`config.mk`:
```
export PLATFORM = sky130hd
export DESIGN_NAME = stick_direction_autorepeat_unit
export DESIGN_NICKNAME = d
export VERILOG_FILES = /design/src/sv/sdau_pkg.sv /design/src/sv/sdau_lane.sv /design/src/sv/sdau_merge.sv /design/src/sv/stick_direction_autorepeat_unit.sv
export SDC_FILE = /design/constraint.sdc
export NUM_CORES = 1
export LEC_CHECK = 0
export BUFFER_PORTS_ARGS = -buffer_cell sky130_fd_sc_hd__buf_2
export CAP_MARGIN = 20
export CORE_AREA = 2 2 219 221
export DETAILED_ROUTE_END_ITERATION = 10
export DIE_AREA = 0 0 221 223
export HOLD_SLACK_MARGIN = 0.08
export PLACE_DENSITY = 0.63
export SETUP_SLACK_MARGIN = 0.15
export SKIP_CTS_REPAIR_TIMING = 1
export SLEW_MARGIN = 20
export SYNTH_ARGS = -nofsm -noshare
export SYNTH_HDL_FRONTEND = slang
export SYNTH_SLANG_ARGS = --single-unit
```
`constraint.sdc`:
```
create_clock -name clk -period 5.2 [get_ports clk]
set_input_delay 0.52 -clock clk [delete_from_list [all_inputs] [get_ports clk]]
set_output_delay 0.52 -clock clk [all_outputs]
set_load 0.01 [all_outputs]
```
`src/sv/sdau_pkg.sv`:
```
`timescale 1ns / 1ps
// ----------------------------------------------------------------------------
// sdau_pkg
// Shared types and constants for the stick direction autorepeat unit.
// ----------------------------------------------------------------------------
package sdau_pkg;

  localparam int LANES     = 4;
  localparam int STICK_W   = 8;
  localparam int THR_W     = 7;
  localparam int CNT_W     = 16;
  localparam int DIR_W     = 3;
  localparam int STEP_W    = 4;
  localparam int CFG_W     = 16;
  localparam int CFG_IDX_W = 2;
  localparam int IN_W      = 72;
  localparam int OUT_W     = 24;

  localparam logic [DIR_W-1:0] DIR_NEUTRAL = 3'd0;
  localparam logic [DIR_W-1:0] DIR_RIGHT   = 3'd1;
  localparam logic [DIR_W-1:0] DIR_LEFT    = 3'd2;
  localparam logic [DIR_W-1:0] DIR_UP      = 3'd3;
  localparam logic [DIR_W-1:0] DIR_DOWN    = 3'd4;

  localparam logic [CFG_IDX_W-1:0] REG_STICK_THRESHOLD     = 2'd0;
  localparam logic [CFG_IDX_W-1:0] REG_FIRST_FIRE_FRAMES   = 2'd1;
  localparam logic [CFG_IDX_W-1:0] REG_REPEAT_START_FRAMES = 2'd2;
  localparam logic [CFG_IDX_W-1:0] REG_REPEAT_PERIOD       = 2'd3;

  typedef enum logic [1:0] {
    ST_IDLE,
    ST_CALC,
    ST_DONE
  } state_t;

  typedef struct packed {
    logic              start;
    logic              step;
    logic [STEP_W-1:0] bit_idx;
  } lane_ctrl_t;

  typedef struct packed {
    logic [DIR_W-1:0] dir;
    logic             fire;
  } lane_stat_t;

endpackage

```
`src/sv/sdau_lane.sv`:
```
`timescale 1ns / 1ps
// ----------------------------------------------------------------------------
// sdau_lane
// One player: direction classify, hold counter, bit-serial remainder of the
// hold count by the repeat period, and the fire decision.
// ----------------------------------------------------------------------------
module sdau_lane
  import sdau_pkg::*;
(
  input  logic                      clk,
  input  logic                      rst,
  input  lane_ctrl_t                ctrl,
  input  logic signed [STICK_W-1:0] stick_x,
  input  logic signed [STICK_W-1:0] stick_y,
  input  logic [THR_W-1:0]          stick_threshold,
  input  logic [CNT_W-1:0]          first_fire_frames,
  input  logic [CNT_W-1:0]          repeat_start_frames,
  input  logic [CNT_W-1:0]          repeat_period,
  input  logic [DIR_W-1:0]          query,
  output lane_stat_t                stat
);

  logic [CNT_W-1:0]  hold_count;
  logic [DIR_W-1:0]  held_direction;
  logic [CNT_W-1:0]  rem;
  logic [CNT_W-1:0]  rem_next;
  logic [CNT_W:0]    rem_shift;
  logic [DIR_W-1:0]  dir_new;
  logic signed [STICK_W:0] thr_pos;
  logic signed [STICK_W:0] thr_neg;
  logic signed [STICK_W:0] x_ext;
  logic signed [STICK_W:0] y_ext;

  assign thr_pos = $signed({2'b00, stick_threshold});
  assign thr_neg = -thr_pos;
  assign x_ext   = {stick_x[STICK_W-1], stick_x};
  assign y_ext   = {stick_y[STICK_W-1], stick_y};

  always_comb begin
    if (x_ext > thr_pos) begin
      dir_new = DIR_RIGHT;
    end else if (x_ext < thr_neg) begin
      dir_new = DIR_LEFT;
    end else if (y_ext > thr_pos) begin
      dir_new = DIR_UP;
    end else if (y_ext < thr_neg) begin
      dir_new = DIR_DOWN;
    end else begin
      dir_new = DIR_NEUTRAL;
    end
  end

  // restoring remainder, MSB first
  always_comb begin
    rem_shift = {rem, hold_count[ctrl.bit_idx]};
    if (rem_shift >= {1'b0, repeat_period}) begin
      rem_next = CNT_W'(rem_shift - {1'b0, repeat_period});
    end else begin
      rem_next = rem_shift[CNT_W-1:0];
    end
  end

  always_ff @(posedge clk) begin
    if (rst) begin
      hold_count     <= '0;
      held_direction <= DIR_NEUTRAL;
    end else if (ctrl.start) begin
      held_direction <= dir_new;
      if (dir_new == DIR_NEUTRAL) begin
        hold_count <= '0;
      end else begin
        hold_count <= hold_count + CNT_W'(1);
      end
    end
  end

  always_ff @(posedge clk) begin
    if (ctrl.start) begin
      rem <= '0;
    end else if (ctrl.step) begin
      rem <= rem_next;
    end
  end

  assign stat.dir  = held_direction;
  assign stat.fire = (held_direction == query) &&
                     ((hold_count == first_fire_frames) ||
                      ((hold_count > first_fire_frames) &&
                       (hold_count >= repeat_start_frames) &&
                       (repeat_period != '0) && (rem == '0)));

endmodule

```
`src/sv/sdau_merge.sv`:
```
`timescale 1ns / 1ps
// ----------------------------------------------------------------------------
// sdau_merge
// Combines the lane results into the pulse mask, any/all flags and the
// packed result word.
// ----------------------------------------------------------------------------
module sdau_merge
  import sdau_pkg::*;
#(
  parameter int PLAYERS = 4
) (
  input  lane_stat_t       stat [LANES],
  output logic [OUT_W-1:0] data
);

  localparam logic [LANES-1:0] PRESENT = LANES'((1 << PLAYERS) - 1);

  logic [LANES-1:0] mask;
  logic             any_pulse;
  logic             all_pulse;

  always_comb begin
    for (int i = 0; i < LANES; i++) begin
      mask[i] = stat[i].fire;
    end
  end

  assign any_pulse = |mask;
  assign all_pulse = (mask == PRESENT);

  assign data = {6'b0, all_pulse, any_pulse, mask,
                 stat[3].dir, stat[2].dir, stat[1].dir, stat[0].dir};

endmodule

```
`src/sv/stick_direction_autorepeat_unit.sv`:
```
`timescale 1ns / 1ps
// ----------------------------------------------------------------------------
// stick_direction_autorepeat_unit
// Four-player stick direction classifier with typematic autorepeat pulses.
// ----------------------------------------------------------------------------
// One request per video frame arrives on s_*: four players' signed stick
// samples plus a queried direction. Each player has its own lane; a merge
// stage builds the per-player directions, the pulse mask for the query and
// the any/all flags, and the result leaves on m_* from an output register.
// The lanes compute the bit-serial remainder of the 16-bit hold count by
// the repeat period in the CALC state; the merged result is then loaded
// into the output register from the DONE state. s_tready is high only
// while the lanes are idle. A new request may be taken while the previous
// result still waits on m_*; if the receiver keeps stalling, the finished
// result is held in the lanes and s_tready stays low until the output
// drains. Configuration (cfg_*) must be written only while idle, which the
// block itself does not enforce; it takes effect on the next request.
// Reset clears all hold counters to zero, directions to neutral, and
// loads threshold 40, first fire 1, repeat start 28, period 4.
// ----------------------------------------------------------------------------
module stick_direction_autorepeat_unit
  import sdau_pkg::*;
#(
  parameter int PLAYERS = 4
) (
  input  logic                 clk,
  input  logic                 rst,
  input  logic                 s_tvalid,
  output logic                 s_tready,
  // p1_stick_x, p1_stick_y, p2_stick_x, p2_stick_y, p3_stick_x, p3_stick_y,
  // p4_stick_x, p4_stick_y, query_direction, zero fill
  input  logic [IN_W-1:0]      s_tdata,
  output logic                 m_tvalid,
  input  logic                 m_tready,
  // p1_direction, p2_direction, p3_direction, p4_direction, pulse_mask,
  // any_pulse, all_pulse, zero fill
  output logic [OUT_W-1:0]     m_tdata,
  input  logic                 cfg_we,
  input  logic [CFG_IDX_W-1:0] cfg_index,
  input  logic [CFG_W-1:0]     cfg_data
);

  localparam logic [LANES-1:0]  PRESENT   = LANES'((1 << PLAYERS) - 1);
  localparam logic [STEP_W-1:0] LAST_STEP = '1;

  state_t            state;
  state_t            state_next;
  logic [STEP_W-1:0] step_cnt;
  logic [THR_W-1:0]  stick_threshold;
  logic [CNT_W-1:0]  first_fire_frames;
  logic [CNT_W-1:0]  repeat_start_frames;
  logic [CNT_W-1:0]  repeat_period;
  logic [DIR_W-1:0]  query;
  logic              accept;
  logic              out_load;
  lane_ctrl_t        ctrl;
  lane_stat_t        stat [LANES];
  logic [OUT_W-1:0]  merged;
  logic [OUT_W-1:0]  out_data;

  assign accept = s_tvalid && s_tready;

  always_ff @(posedge clk) begin
    if (rst) begin
      stick_threshold     <= THR_W'(40);
      first_fire_frames   <= CNT_W'(1);
      repeat_start_frames <= CNT_W'(28);
      repeat_period       <= CNT_W'(4);
    end else if (cfg_we) begin
      case (cfg_index)
        REG_STICK_THRESHOLD:     stick_threshold     <= cfg_data[THR_W-1:0];
        REG_FIRST_FIRE_FRAMES:   first_fire_frames   <= cfg_data;
        REG_REPEAT_START_FRAMES: repeat_start_frames <= cfg_data;
        REG_REPEAT_PERIOD:       repeat_period       <= cfg_data;
        default: ;
      endcase
    end
  end

  always_comb begin
    state_next = state;
    case (state)
      ST_IDLE: if (accept) state_next = ST_CALC;
      ST_CALC: if (step_cnt == '0) state_next = ST_DONE;
      ST_DONE: if (!m_tvalid || m_tready) state_next = ST_IDLE;
      default: state_next = ST_IDLE;
    endcase
  end

  always_comb begin
    s_tready     = (state == ST_IDLE);
    ctrl.start   = (state == ST_IDLE) && s_tvalid;
    ctrl.step    = (state == ST_CALC);
    ctrl.bit_idx = step_cnt;
    out_load     = (state == ST_DONE) && (!m_tvalid || m_tready);
  end

  always_ff @(posedge clk) begin
    if (rst) begin
      state    <= ST_IDLE;
      step_cnt <= LAST_STEP;
    end else begin
      state <= state_next;
      if (accept) begin
        step_cnt <= LAST_STEP;
      end else if (state == ST_CALC) begin
        step_cnt <= step_cnt - STEP_W'(1);
      end
    end
  end

  always_ff @(posedge clk) begin
    if (accept) begin
      query <= s_tdata[8*STICK_W +: DIR_W];
    end
  end

  for (genvar i = 0; i < LANES; i++) begin : g_lane
    if (i < PLAYERS) begin : g_on
      sdau_lane u_lane (
        .clk                 (clk),
        .rst                 (rst),
        .ctrl                (ctrl),
        .stick_x             (s_tdata[2*i*STICK_W +: STICK_W]),
        .stick_y             (s_tdata[(2*i+1)*STICK_W +: STICK_W]),
        .stick_threshold     (stick_threshold),
        .first_fire_frames   (first_fire_frames),
        .repeat_start_frames (repeat_start_frames),
        .repeat_period       (repeat_period),
        .query               (query),
        .stat                (stat[i])
      );
    end else begin : g_off
      assign stat[i] = '0;
    end
  end

  sdau_merge #(
    .PLAYERS (PLAYERS)
  ) u_merge (
    .stat (stat),
    .data (merged)
  );

  always_ff @(posedge clk) begin
    if (rst) begin
      m_tvalid <= 1'b0;
    end else if (out_load) begin
      m_tvalid <= 1'b1;
    end else if (m_tready) begin
      m_tvalid <= 1'b0;
    end
  end

  always_ff @(posedge clk) begin
    if (out_load) begin
      out_data <= merged;
    end
  end

  assign m_tdata = out_data;

  assert property (@(posedge clk) disable iff (rst)
    accept |=> (state == ST_CALC) && (step_cnt == LAST_STEP))
    else $error("request did not start the remainder sequence");

  assert property (@(posedge clk) disable iff (rst)
    (state == ST_CALC) && (step_cnt == '0) |=> (state == ST_DONE))
    else $error("remainder sequence did not finish after its last step");

  assert property (@(posedge clk) disable iff (rst)
    m_tvalid && out_data[17] |-> out_data[16])
    else $error("all_pulse without any_pulse");

  assert property (@(posedge clk) disable iff (rst)
    m_tvalid |-> ((out_data[15:12] & ~PRESENT) == '0))
    else $error("pulse from an absent player");

  assert property (@(posedge clk) disable iff (rst)
    out_load |-> (state == ST_DONE) && !(m_tvalid && !m_tready))
    else $error("result overwrote an unread output");

endmodule
```
# After elaboration in Yosys (flattened, before gate mapping)
# Index checks and enable logic that the tools add are counted.
# op_classes
magnitude_cmp,29
muxes,38
addsub,10
reduce_logical,44
eq_ne,17
# ops
op,count
two-way mux 16 bit,8
< comparator 8 x 9 -> 1 bit,8
greater-or-equal comparator 17 x 16 -> 1 bit,4
"adder 16 x 1 -> 16 bit, second input constant",4
== test 16 bit,4
greater-or-equal comparator 16 bit,4
greater-than comparator 16 bit,4
greater-than comparator 8 bit,8
zero test 16 bit,4
subtractor 16 bit,4
two-way mux 3 bit,16
logical AND 1 bit,18
binary-select mux 1 bit (select 4 bit),4
nonzero test 16 bit,1
== test 3 bit,4
zero test 3 bit,4
negator 7 -> 9 bit,1
AND reduction 2 bit,4
"== test 2 bit, second input constant",3
two-way mux 1 bit,6
two-way mux 2 bit,3
one-hot mux 2 bit (3 select lines),1
logical OR 1 bit,5
"< comparator 4 x 5 -> 1 bit, second input constant",1
other kinds (12),15
# totals
wordCells,159
input_bits,95
out_inout_bits,26
ff_bits,223

# Longest topological paths before layout
# Gate-level depths: netlist of run 1.
# depth
word_depth,8
mapped_depth,15
ltp_nobuf,13

# Modules after synthesis
# From an unflattened synthesis of run 1, not the netlist that was laid out.
# unflattened
cells_unflattened,2498
hier_area_um2,20467.1
# modules_own_cells
module,area_per_inst_um2,seq_area_each_um2,instances,cells_per_inst
sdau_lane (g_lane[0].g_on.u_lane ...),4310.4,700.7,3,546
sdau_lane (g_lane[1].g_on.u_lane),4190.3,700.7,1,531
stick_direction_autorepeat_unit,3144.3,2052.0,1,302
sdau_merge,201.4,0.0,1,27

# Worst setup path before layout of run 1
# No wires, ideal clock.
# synth_timing
path_kind,flip-flop to flip-flop
from,reg step_cnt[0]
to,reg g_lane[0].g_on.u_lane.rem[14]
path_slack_ns,1.266
arrival_time_ns,3.865
synth_period_minus_slack_ns,3.934
t_required_ns,5.130
setup_ns,0.070
path_buffers,2
path_stages_with_launch,16
path_cell_list,dfxtp_1 buf_2 buf_2 mux4_2 mux4_2 inv_1 ha_1 inv_1 fa_1 and3_1 o21ai_0 a2111oi_0 o31ai_1 a21oi_1 a311o_1 a21oi_1
# synth_via
elab_chain_cells,4
elab_cells_between_ends,5
classes_between,1 x add/sub; 1 x order compare; 3 x mux
# synth_rtl
item,line,rtl
start: declaration,stick_direction_autorepeat_unit.sv:48,logic [STEP_W-1:0] step_cnt;
start signal: assignment,stick_direction_autorepeat_unit.sv:107,step_cnt <= step_cnt - STEP_W'(1);
binary-select mux 1 bit (select 4 bit) *,sdau_lane.sv:55,"rem_shift = {rem, hold_count[ctrl.bit_idx]};"
two-way mux 1 bit (implied by the code) *,sdau_lane.sv:55,
subtractor 16 bit or greater-or-equal comparator 17 x 16 -> 1 bit (tied branches),"sdau_lane.sv:57, sdau_lane.sv:56",
two-way mux 16 bit *,sdau_lane.sv:56,"if (rem_shift >= {1'b0, repeat_period}) begin"
end signal: assignment,sdau_lane.sv:81,rem <= rem_next;
end: declaration,sdau_lane.sv:25,logic [CNT_W-1:0] rem;
# Mark *: on every way between the ends. The rest lies on a longest branch, timed or not. The select of a mux whose other input is x is not followed.
# A chain may end at the register's enable or synchronous reset.

# Final worst setup path of run 1
# layout_timing
from,reg step_cnt[0]
to,reg g_lane[2].g_on.u_lane.rem[0]
# layout_via
elab_chain_cells,4
elab_cells_between_ends,5
classes_between,1 x add/sub; 1 x order compare; 3 x mux
# layout_rtl
item,line
binary-select mux 1 bit (select 4 bit) *,sdau_lane.sv:55
two-way mux 1 bit (implied by the code) *,sdau_lane.sv:55
subtractor 16 bit or greater-or-equal comparator 17 x 16 -> 1 bit (tied branches),"sdau_lane.sv:57, sdau_lane.sv:56"
two-way mux 16 bit *,sdau_lane.sv:56
end signal: assignment,sdau_lane.sv:81
end: declaration,sdau_lane.sv:25
# Marks and branches as above.

==> results of run 1 <==
metal layers:
metal / routed length, µm / vias to the layer above
li1: - / 8272
met1: 24660 / 8095
met2: 26750 / 456
met3: 2645 / 144
met4: 2426 / 2
met5: 13 / -
synth_stat cells (all sizes together), types with 10 or more instances:
| master | count | area, µm² |
|---|---|---|
| a2111oi | 16 | 146.4 |
| a211oi | 47 | 352.8 |
| a21o | 46 | 345.3 |
| a21oi | 202 | 1011 |
| a221oi | 10 | 87.58 |
| a31oi | 18 | 112.6 |
| and3 | 36 | 225.2 |
| and4 | 11 | 96.34 |
| buf | 29 | 176.4 |
| clkbuf | 58 | 217.7 |
| dfxtp | 202 | 4044 |
| edfxtp | 21 | 630.6 |
| ha | 294 | 3679 |
| inv | 106 | 397.9 |
| mux2i | 51 | 510.5 |
| mux4 | 20 | 450.4 |
| nand2 | 208 | 780.8 |
| nand2b | 22 | 137.6 |
| nand3 | 39 | 195.2 |
| nand3b | 15 | 112.6 |
| nand4 | 45 | 281.5 |
| nor2 | 115 | 431.7 |
| nor2b | 27 | 168.9 |
| nor3 | 61 | 321.6 |
| nor4 | 32 | 221.5 |
| o2111ai | 12 | 105.1 |
| o211ai | 21 | 167.7 |
| o21a | 28 | 210.2 |
| o21ai | 116 | 580.6 |
| o31ai | 15 | 112.6 |
| or2 | 13 | 81.33 |
| or3 | 13 | 81.33 |
| xnor2 | 57 | 499.2 |
| xor2 | 58 | 508.0 |
how the worst max path moves through the flow:
stage / from / end / cells past startpoint
after floorplan: step_cnt[0]$_SDFFE_PP1P_ / g_lane[0].g_on.u_lane.rem[14]$_SDFFE_PP0P_ / 15
after global placement: step_cnt[0]$_SDFFE_PP1P_ / g_lane[0].g_on.u_lane.rem[14]$_SDFFE_PP0P_ / 13
after detailed placement: step_cnt[0]$_SDFFE_PP1P_ / g_lane[2].g_on.u_lane.rem[0]$_SDFFE_PP0P_ / 13
after CTS: step_cnt[0]$_SDFFE_PP1P_ / g_lane[2].g_on.u_lane.rem[0]$_SDFFE_PP0P_ / 13
after global routing: step_cnt[0]$_SDFFE_PP1P_ / g_lane[0].g_on.u_lane.rem[14]$_SDFFE_PP0P_ / 13
final: step_cnt[0]$_SDFFE_PP1P_ / g_lane[2].g_on.u_lane.rem[0]$_SDFFE_PP0P_ / 13
area by class of cell:
type	count	area [µm²]
fillers	4637	26700
clock buffers	38	735.7
flip-flops and latches	223	4674
repair buffers	132	720.7
multi-input cells	1761	13090
diodes	1	2.502
clock inverters	7	50.05
inverters	106	397.9
well taps	615	769.5
cell families (layout without fill, tap and decap cells):
family / Yosys count / count (layout) / synth area share [%]
flip-flops: 223 / 223 / 25.25
multiplexers: 77 / 77 / 5.555
XOR/XNOR: 115 / 115 / 5.440
AO/OA/AOI/OAI: 603 / 603 / 20.92
adder cells (fa/ha/maj): 300 / 300 / 20.41
other: 1 / 7 / 0.02025
buffers and inverters: 193 / 283 / 4.278
AND/OR/NAND/NOR: 660 / 660 / 18.13
state kept, by name, indices dropped and copies added, names as in the netlist:
name and flops:
first_fire_frames 16, g_lane.g_on.u_lane.held_direction 12, g_lane.g_on.u_lane.hold_count 64, g_lane.g_on.u_lane.rem 64, m_tdata 18, m_tvalid 1, query 3, repeat_period 16
repeat_start_frames 16, state 2, step_cnt 4, stick_threshold 7
power by group through the flow:
stage | registers, mW | logic (mW) | clock network (mW)
after CTS | 2.12 | 3.21 | 1.77
after global placement | 2.15 | 3.12 | 0
final | 2.12 | 3.24 | 1.74
after detailed placement | 2.15 | 3.19 | 0
after floorplan | 2.08 | 2.55 | 0
after global routing | 2.15 | 3.61 | 1.84
per-stage QoR:
stage | instances | hold slack [ps]
final | 2883 | 151.4
after global routing | 2883 | 142.8
after CTS | 2881 | 135.1
after detailed placement | 2836 | 448.1
after global placement | 2836 | 442.4
after floorplan | 2177 | 436.3
worst max-delay path: cells and delay by family (launching register included):
family	cells	cell delay (ps)
muxes	3	1380
AOI/OAI and AO/OA	4	960
buffers and inverters	3	710
DFF	1	670
and+or+nand+nor	2	350
adders and majority gates	1	170
==> results.md, run 1 <==
Run status:
- The flow ran to the end, and the final reports show no timing, DRC or antenna violations.

Pwr:
- Overall power consumption after layout is estimated at 7.103 mW.
- The sequential power share is about 30%.
- In this run the static leakage power is about 8.7 nW.
- Of the total power, the share spent switching nets is between 30 and 40%.
- The net switching power is approximately 2.8 mW.
- The power share of the clock group is between 20 and 25%.
- The internal portion of the total power is 4.325 mW.
- The power per standard cell area is between 300 and 400 nW/µm².
- The worst voltage drop across the vdd grid is around 0.26 mV.
- The share of total power dissipated in combinational logic is roughly 46%.

STA:
- The post-route worst setup slack is about 870 ps.
- The fmax is around 230 MHz.
- The hold violation total from the final report was 0.
- For the pin with the worst max-slew slack, the measured transition is roughly 1000 ps.
- The final setup TNS is 0 ps.
- The final clock skew is about 18 ps.
- Measured against its own limit, the worst slew margin works out to between 20% and 30%.
- The final critical path time including I/O delays and setup is approximately 4300 ps.
- The number of max-slew violations in the final report is 0.
- Setup repair after global routing left no endpoint under its margin.
- After layout, the worst path uses 83.28% of the clock period.
- The count of endpoints failing setup in the final report is 0.

Placed design:
- The final estimated routing congestion in global placement is 0.9370.
- Input and output buffers added on the ports amount to 109.
- OpenSTA, run right after detailed placement, puts the worst setup slack at roughly 940 ps.
- Summed over all nets, the half-perimeter wirelength after detailed placement is about 43 mm.
- Summing all placed instances gives a cell area of 19650 µm².

Route:
- After detailed routing, the number of vias per cell comes to 5.886.
- The sum of routed wire length over all layers is 56.49 mm.
- The pre-antenna-repair detailed-routing pass consisted of 5 iterations.
- After the first detailed-routing iteration, the DRC count stood at roughly 1300.
- The final routed DRC violation total is 0.
- The via total after detailed routing is approximately 17000.
- The residual antenna-violating net count after detailed routing is 0.
- Dividing the detail-routed wire length by the instance count gives about 20 µm.

Global routing:
- Global routing used 22.51% of the available tracks.
- For met1 alone, demand over resource in global routing was between 20% and 30%.
- Global routing finished with a remaining overflow of 0.
- The wire length of the first global-routing pass is between 80 and 90 mm.
- met2 is the most crowded layer.
- The via count of the first global-routing pass came to ~17000.
- The pin count of the biggest net entering global routing is between 100 and 150.
- Global routing consumed, on the met3 layer, a little under 3% of the routing resources.
- The number of antenna violations at the first check in global routing is 4.
- Global routing used around two fifths of the available met2 tracks.

Layout:
- The library cells used most frequently in the layout, excluding fill and tap cells, are sky130_fd_sc_hd__ha_1, sky130_fd_sc_hd__nand2_1, sky130_fd_sc_hd__dfxtp_1.
- For this run, the share of the core covered by cells in the final layout is about 43%.
- The area overhead of the layout relative to synthesis is 10.43%.
- The final instance area is between 20000 and 25000 µm².
- The post-route netlist has between 10 and 15% of its cells at a drive strength greater than 1.
- The leading cell type in the layout, fill and taps excluded is sky130_fd_sc_hd__ha_1.
- The total number of nets in the final design is between 2000 and 3000.

Setup path:
- The critical path is of the flip-flop to flip-flop type.
- Setup slack on the worst reg-to-reg path comes out at 870 ps.
- The category of the worst setup path launch point is a flip-flop.
- The reg-to-reg endpoint is g_lane[2].g_on.u_lane.rem[0]$_SDFFE_PP0P_.
- The signal on the critical path passes through buf_4 > mux4_2 > mux4_2 > inv_1 > ha_1 > nor2b_1 > o2111ai_1 > a31oi_1 > nor2_1 > o211ai_2 > buf_4 > mux2_2 > a21oi_1.
- STA puts the critical path data required time at 5670 ps.
- For the worst setup path, the data arrival time is 4800 ps.
- The depth of the most critical reg-to-reg path is 13.
- On the worst path, the slowest cell contributes a delay of 670 ps.
- The largest individual stage delay along the critical path comes from the cell sky130_fd_sc_hd__dfxtp_1.
- The top fanout value on the critical path is 11.
- The reg-to-reg startpoint is step_cnt[0]$_SDFFE_PP1P_.
- The element type at the critical path end is a flip-flop.

Synthesis:
- The number of different library cells used by synthesis comes to 87.
- Counting flops with a built-in enable in the synthesized netlist gives 21.
- The area of the mapped netlist is about 19000 µm².
- The number of instances in the synthesized netlist is roughly 2200.
- After synthesis, the mean cell area works out to between 8 and 9 µm².
- For this run, the leading register cell type out of synthesis is sky130_fd_sc_hd__dfxtp_1.
- The Yosys step of the flow raised 0 warnings.
- The sequential element share of the synthesized area is approximately a quarter.
- The flop and latch count out of synthesis is about 220.
- The share of flip-flops with an asynchronous set or reset is 0%.

Floorplan:
- The area of the core is roughly 47000 µm².
- In this run the vertical extent of the chip is 223 µm.
- The die area is roughly 49000 µm².
- Once the floorplan was initialized, standard cells occupied between 30% and 40% of the core.
- The floorplan has 80 rows.
- The die is around 220 µm wide.
- During I/O placement, the number of pins put on the boundary was 121.

Job:
- The number of maximum-capacitance violations is 0.

Hold path:
- For hold timing, the worst endpoint is query[2]$_DFFE_PP_.
- The startpoint of the most critical hold path is s_tdata[66].
- The number of stages on the worst hold path is 1.
- The classification of the worst-slack hold path is input port to flip-flop.

Clock tree:
- The clock tree root buffer cell is sky130_fd_sc_hd__clkbuf_16.
- The clock latency on the worst-skew pair is ~550 ps.
- The level count of the clock H-tree is 1.
- TritonCTS built the clock tree.
- Clock-pin slew was measured on the worst setup and hold paths at 60 ps.
- For this design, the sink count on the clock tree is 223.
- The longest clock path from root to sink contains 3 buffers.
- The number of clock buffers added by TritonCTS is 25.
Note: power is estimated with default switching activity, not from simulation.
==> inputs of run 2 (changes only) <==
--- a/config.mk
+++ b/config.mk
@@ -5,11 +5,12 @@
 export SDC_FILE = /design/constraint.sdc
 export NUM_CORES = 1
 export LEC_CHECK = 0
+export ABC_AREA = 1
 export BUFFER_PORTS_ARGS = -buffer_cell sky130_fd_sc_hd__buf_2
 export CAP_MARGIN = 20
-export CORE_AREA = 2 2 219 221
+export CORE_AREA = 2 2 220 222
 export DETAILED_ROUTE_END_ITERATION = 10
-export DIE_AREA = 0 0 221 223
+export DIE_AREA = 0 0 222 224
 export HOLD_SLACK_MARGIN = 0.08
 export PLACE_DENSITY = 0.63
 export SETUP_SLACK_MARGIN = 0.15
==> constraint.sdc (replaced) <==
create_clock -name clk -period 4.29 [get_ports clk]
set_input_delay 0.429 -clock clk [delete_from_list [all_inputs] [get_ports clk]]
set_output_delay 0.429 -clock clk [all_outputs]
set_load 0.01 [all_outputs]
==> results.md, run 2 <==
STA:
- The worst-margin pin slew is 958.3 ps.
- The final critical path time including I/O delays and setup is approximately 3800 ps.
- Between clock sinks in the finished design, the worst skew comes to approximately 13 ps.
- After routing, the total negative slack on setup checks comes to 0 ps.
- Setup repair after global routing left no endpoint under its margin.
- The number of max-slew violations in the final report came to 0.
- The worst pin sits at a relative slew slack of 35.90%.
- The hold violation total from the final report is 0.
- The ratio of final minimum period to clock period is 89.68%.
- The fmax is about 260 MHz.
- The count of endpoints failing setup in the final report is 0.
- Hold is met by between 150 and 200 ps.

Synthesis:
- After synthesis the netlist holds a flip-flop and latch count of roughly 220.
- In the synthesized netlist the async set-or-reset flop fraction comes to 0%.
- The most used flip-flop cell after synthesis is sky130_fd_sc_hd__dfxtp_1.
- In the synthesized netlist, the cells that appear most often are sky130_fd_sc_hd__nand2_1, sky130_fd_sc_hd__a21oi_1, sky130_fd_sc_hd__inv_1, sky130_fd_sc_hd__ha_1, sky130_fd_sc_hd__o21ai_0.
- The largest total area in the synthesized netlist belongs to sky130_fd_sc_hd__dfxtp_1.
- The count of distinct cell types in the synthesized netlist is between 60 and 70.
- The Yosys step of the flow raised 0 warnings.
- The dominant cell by count in the synthesized netlist is sky130_fd_sc_hd__nand2_1.
- The share of the Yosys chip area taken by registers is 24.85%.
- Yosys mapped a number of flops with a built-in enable equal to 21.
- In the post-synthesis netlist, the biggest area contributors are sky130_fd_sc_hd__dfxtp_1, sky130_fd_sc_hd__ha_1, sky130_fd_sc_hd__nand2_1, sky130_fd_sc_hd__a21oi_1, sky130_fd_sc_hd__inv_1.
- Each instance of the synthesized netlist takes up on average between 7 and 8 µm².
- Of the post-synthesis cell area, the dominant cell type holds between 20% and 30%.
- The area of the mapped netlist is 18810 µm².
- The number of instances in the synthesized netlist is approximately 2600.

Global routing:
- The via count of the first global-routing pass is around 17000.
- In the global route stage, overall resource usage came out at roughly 23%.
- The number of antenna violations at the first check in global routing is 4.
- Entering global routing, the biggest net connects 64 pins.
- The wire length of the first global-routing pass is between 90 and 100 mm.
- The remaining global-route overflow is 0.

Floorplan:
- The die area is slightly below 50000 µm².
- The die height is roughly 220 µm.
- Row generation in the floorplan step produced 80 rows.
- The initial standard-cell utilization of the core is 39.73%.
- In this run the horizontal extent of the chip is around 220 µm.
- After floorplanning, the core was sized to cover between 40000 and 50000 µm².
- The number of primary I/O pins is approximately 120.

Setup path:
- The largest stage delay on the critical path is between 700 and 800 ps.
- The element type at the critical path end is a flip-flop.
- The worst register-to-register path begins at stick_threshold[0]$_SDFFE_PP0P_.
- The slowest stage of the critical path belongs to the cell sky130_fd_sc_hd__xor2_1.
- In this run the register-to-register setup slack is between 400 and 500 ps.
- The data arrival time of the worst path is approximately 4300 ps.
- Traced cell by cell, the critical path runs through inv_1 > ha_1 > nand2_2 > nor2_2 > xor2_1 > ha_1 > o21ai_2 > nor2_1 > o21ai_1 > nand2_1 > nand2_1 > nand2_1 > nand2_2 > nand3_2 > nor2_4 > a21oi_1.
- The most frequent cell on the critical path is sky130_fd_sc_hd__nand2_1.
- The worst register-to-register path has a depth of 16.
- The worst register-to-register path ends at g_lane[1].g_on.u_lane.hold_count[4]$_SDFFE_PP0P_.
- The type of the worst setup path is flip-flop to flip-flop.
- The category of the worst setup path launch point is a flip-flop.
- The top fanout value on the critical path is 16.
- At the worst endpoint, the required time is about 4700 ps.

Layout:
- The top cell types in the final layout, fill and taps aside, are sky130_fd_sc_hd__nand2_1, sky130_fd_sc_hd__a21oi_1, sky130_fd_sc_hd__inv_1.
- The number of standard cells in the final layout excluding fillers is 3356.
- The leading cell type in the layout, fill and taps excluded is sky130_fd_sc_hd__nand2_1.
- Compared with the post-synthesis result, the final layout area differs by 11.13%.
- The share of layout cells above drive strength 1 is 10.30%.
- In the final design database the tool counted between 3000 and 4000 nets.
- The layout has between 4000 and 5000 filler cells.

Hold path:
- The number of stages on the worst hold path is 3.
- The startpoint of the most critical hold path is cfg_data[5].
- The endpoint with the worst hold slack is stick_threshold[5]$_SDFFE_PP1P_.
- The min-delay analysis places its worst path in the category input port to flip-flop.

Clock tree:
- The clock latency on the worst-skew pair is 570 ps.
- The clock tree from TritonCTS is yes.
- Counting every sink on the clock net gives around 220.
- The longest clock path from root to sink contains 3 buffers.
- In this run the clock root is driven by a sky130_fd_sc_hd__clkbuf_16.
- Counting the buffers created by CTS gives 27.
- After clock tree synthesis, the clock-pin slew on the worst setup and hold paths is around 60 ps.
- CTS built an H-tree with a depth of 1.

Route:
- The final routed DRC violation total is 0.
- The initial detailed-routing violation count is about 1100.
- Dividing the detail-routed wire length by the instance count gives roughly 17 µm.
- Detailed routing inserted a total of around 18000 vias.
- The final layout contains routed wiring with a total length of about 56 mm.
- Dividing the detail-routed via count by the number of cells gives between 5 and 6.
- The count of nets left with antenna violations once routing finished came out at 0.
- The number of detailed-route iterations in the first pass is 6.

Pwr:
- The leakage power total is roughly 9.6 nW.
- VDD sags by at most 0.3842 mV.
- The overall power is 11.11 mW.
- The power per standard cell area is ~530 nW/µm².

Placed design:
- The count of input and output buffers is about 110.
- Detailed placement ended at an HPWL of roughly 43 mm.
- The post-placement cell count is roughly 3300.
- At the end of routability-driven placement, the weighted congestion stood at between 0.9 and 1.

Run status:
- The run finished with clean final reports.

Job:
- Across the run, the number of max-cap violations was 0.
==> run 2: changes by cell type after synthesis, moves of 28 or more <==
cell / previous run / this run
sky130_fd_sc_hd__and3_1: 36 / 0
sky130_fd_sc_hd__nand2_1: 208 / 480
sky130_fd_sc_hd__a21oi_1: 202 / 355
sky130_fd_sc_hd__inv_1: 105 / 299
sky130_fd_sc_hd__a211oi_1: 47 / 3
sky130_fd_sc_hd__o21ai_0: 115 / 219
sky130_fd_sc_hd__nor2_2: 0 / 28
sky130_fd_sc_hd__a21o_1: 46 / 17
sky130_fd_sc_hd__mux2i_1: 51 / 0
sky130_fd_sc_hd__nor3_1: 59 / 30
sky130_fd_sc_hd__nand3_1: 39 / 102
==> run 2: worst max-delay path by stage <==
| stage | from | endpoint | slack [ps] | cells past startpoint |
|---|---|---|---|---|
| floorplan | step_cnt[0]$_SDFFE_PP1P_ | g_lane[2].g_on.u_lane.rem[12]$_SDFFE_PP0P_ | 1060 | 23 |
| global placement | stick_threshold[0]$_SDFFE_PP0P_ | g_lane[2].g_on.u_lane.hold_count[14]$_SDFFE_PP0P_ | 540 | 20 |
| detailed placement | stick_threshold[0]$_SDFFE_PP0P_ | g_lane[2].g_on.u_lane.hold_count[5]$_SDFFE_PP0P_ | 490 | 20 |
| CTS | stick_threshold[0]$_SDFFE_PP0P_ | g_lane[2].g_on.u_lane.hold_count[5]$_SDFFE_PP0P_ | 460 | 20 |
| global route | stick_threshold[0]$_SDFFE_PP0P_ | g_lane[2].g_on.u_lane.hold_count[6]$_SDFFE_PP0P_ | 210 | 20 |
| finish | stick_threshold[0]$_SDFFE_PP0P_ | g_lane[1].g_on.u_lane.hold_count[4]$_SDFFE_PP0P_ | 440 | 16 |
==> run 2: metrics by stage <==
| step | worst slack [ps] | util, % | area, µm² |
|---|---|---|---|
| floorplan | 1056 | - | 18830 |
| global placement | 542.9 | 42.13 | 19950 |
| detailed placement | 490.0 | 42.13 | 19950 |
| CTS | 458.8 | 44.06 | 20860 |
| global route | 205.9 | 44.14 | 20900 |
| finish | 442.9 | 44.15 | 20900 |
==> run 2: cells by family after synthesis <==
kind of cell,synth area share (%)
flip-flops,24.85
adder cells (fa/ha/maj),19.98
AND/OR/NAND/NOR,21.86
XOR/XNOR,3.772
other,0.01994
buffers and inverters,8.408
AO/OA/AOI/OAI,21.11
==> run 2: power by group <==
group / switching [mW] / leakage, nW / internal, mW
Clock: 0.949 / 0.447 / 1.44
Combinational: 3.65 / 7.30 / 2.30
Sequential: 0.340 / 1.85 / 2.43
Total: 4.94 / 9.60 / 6.17
==> run 2: cell type report <==
cell class	instances	area (µm²)	area share, %
clock buffers	37	774.5	3.705
multi-input cells	2017	12590	60.21
clock inverters	11	138.9	0.6644
well taps	615	769.5	3.681
flip-flops and latches	223	4674	22.36
repair buffers	140	785.8	3.759
diodes	2	5.005	0.02394
inverters	311	1169	5.591
==> run 2: worst max-delay path, delay by kind of cell, from the launching register on <==
family | cells | cell delay, ps
fa+ha+maj | 2 | 690
simple gates | 9 | 1030
compound gates | 3 | 310
flops | 1 | 680
buf+inv | 1 | 220
xor+xnor | 1 | 760
==> run 2: routing by layer <==
metal | GRT usage [%] | wire length [µm] | share of wire [%]
met1 | 29.88 | 26040 | 46
met2 | 36.84 | 24780 | 44
met3 | 4.197 | 3836 | 6.8
met4 | 7.323 | 1712 | 3.0
met5 | 0 | 23 | 0.041
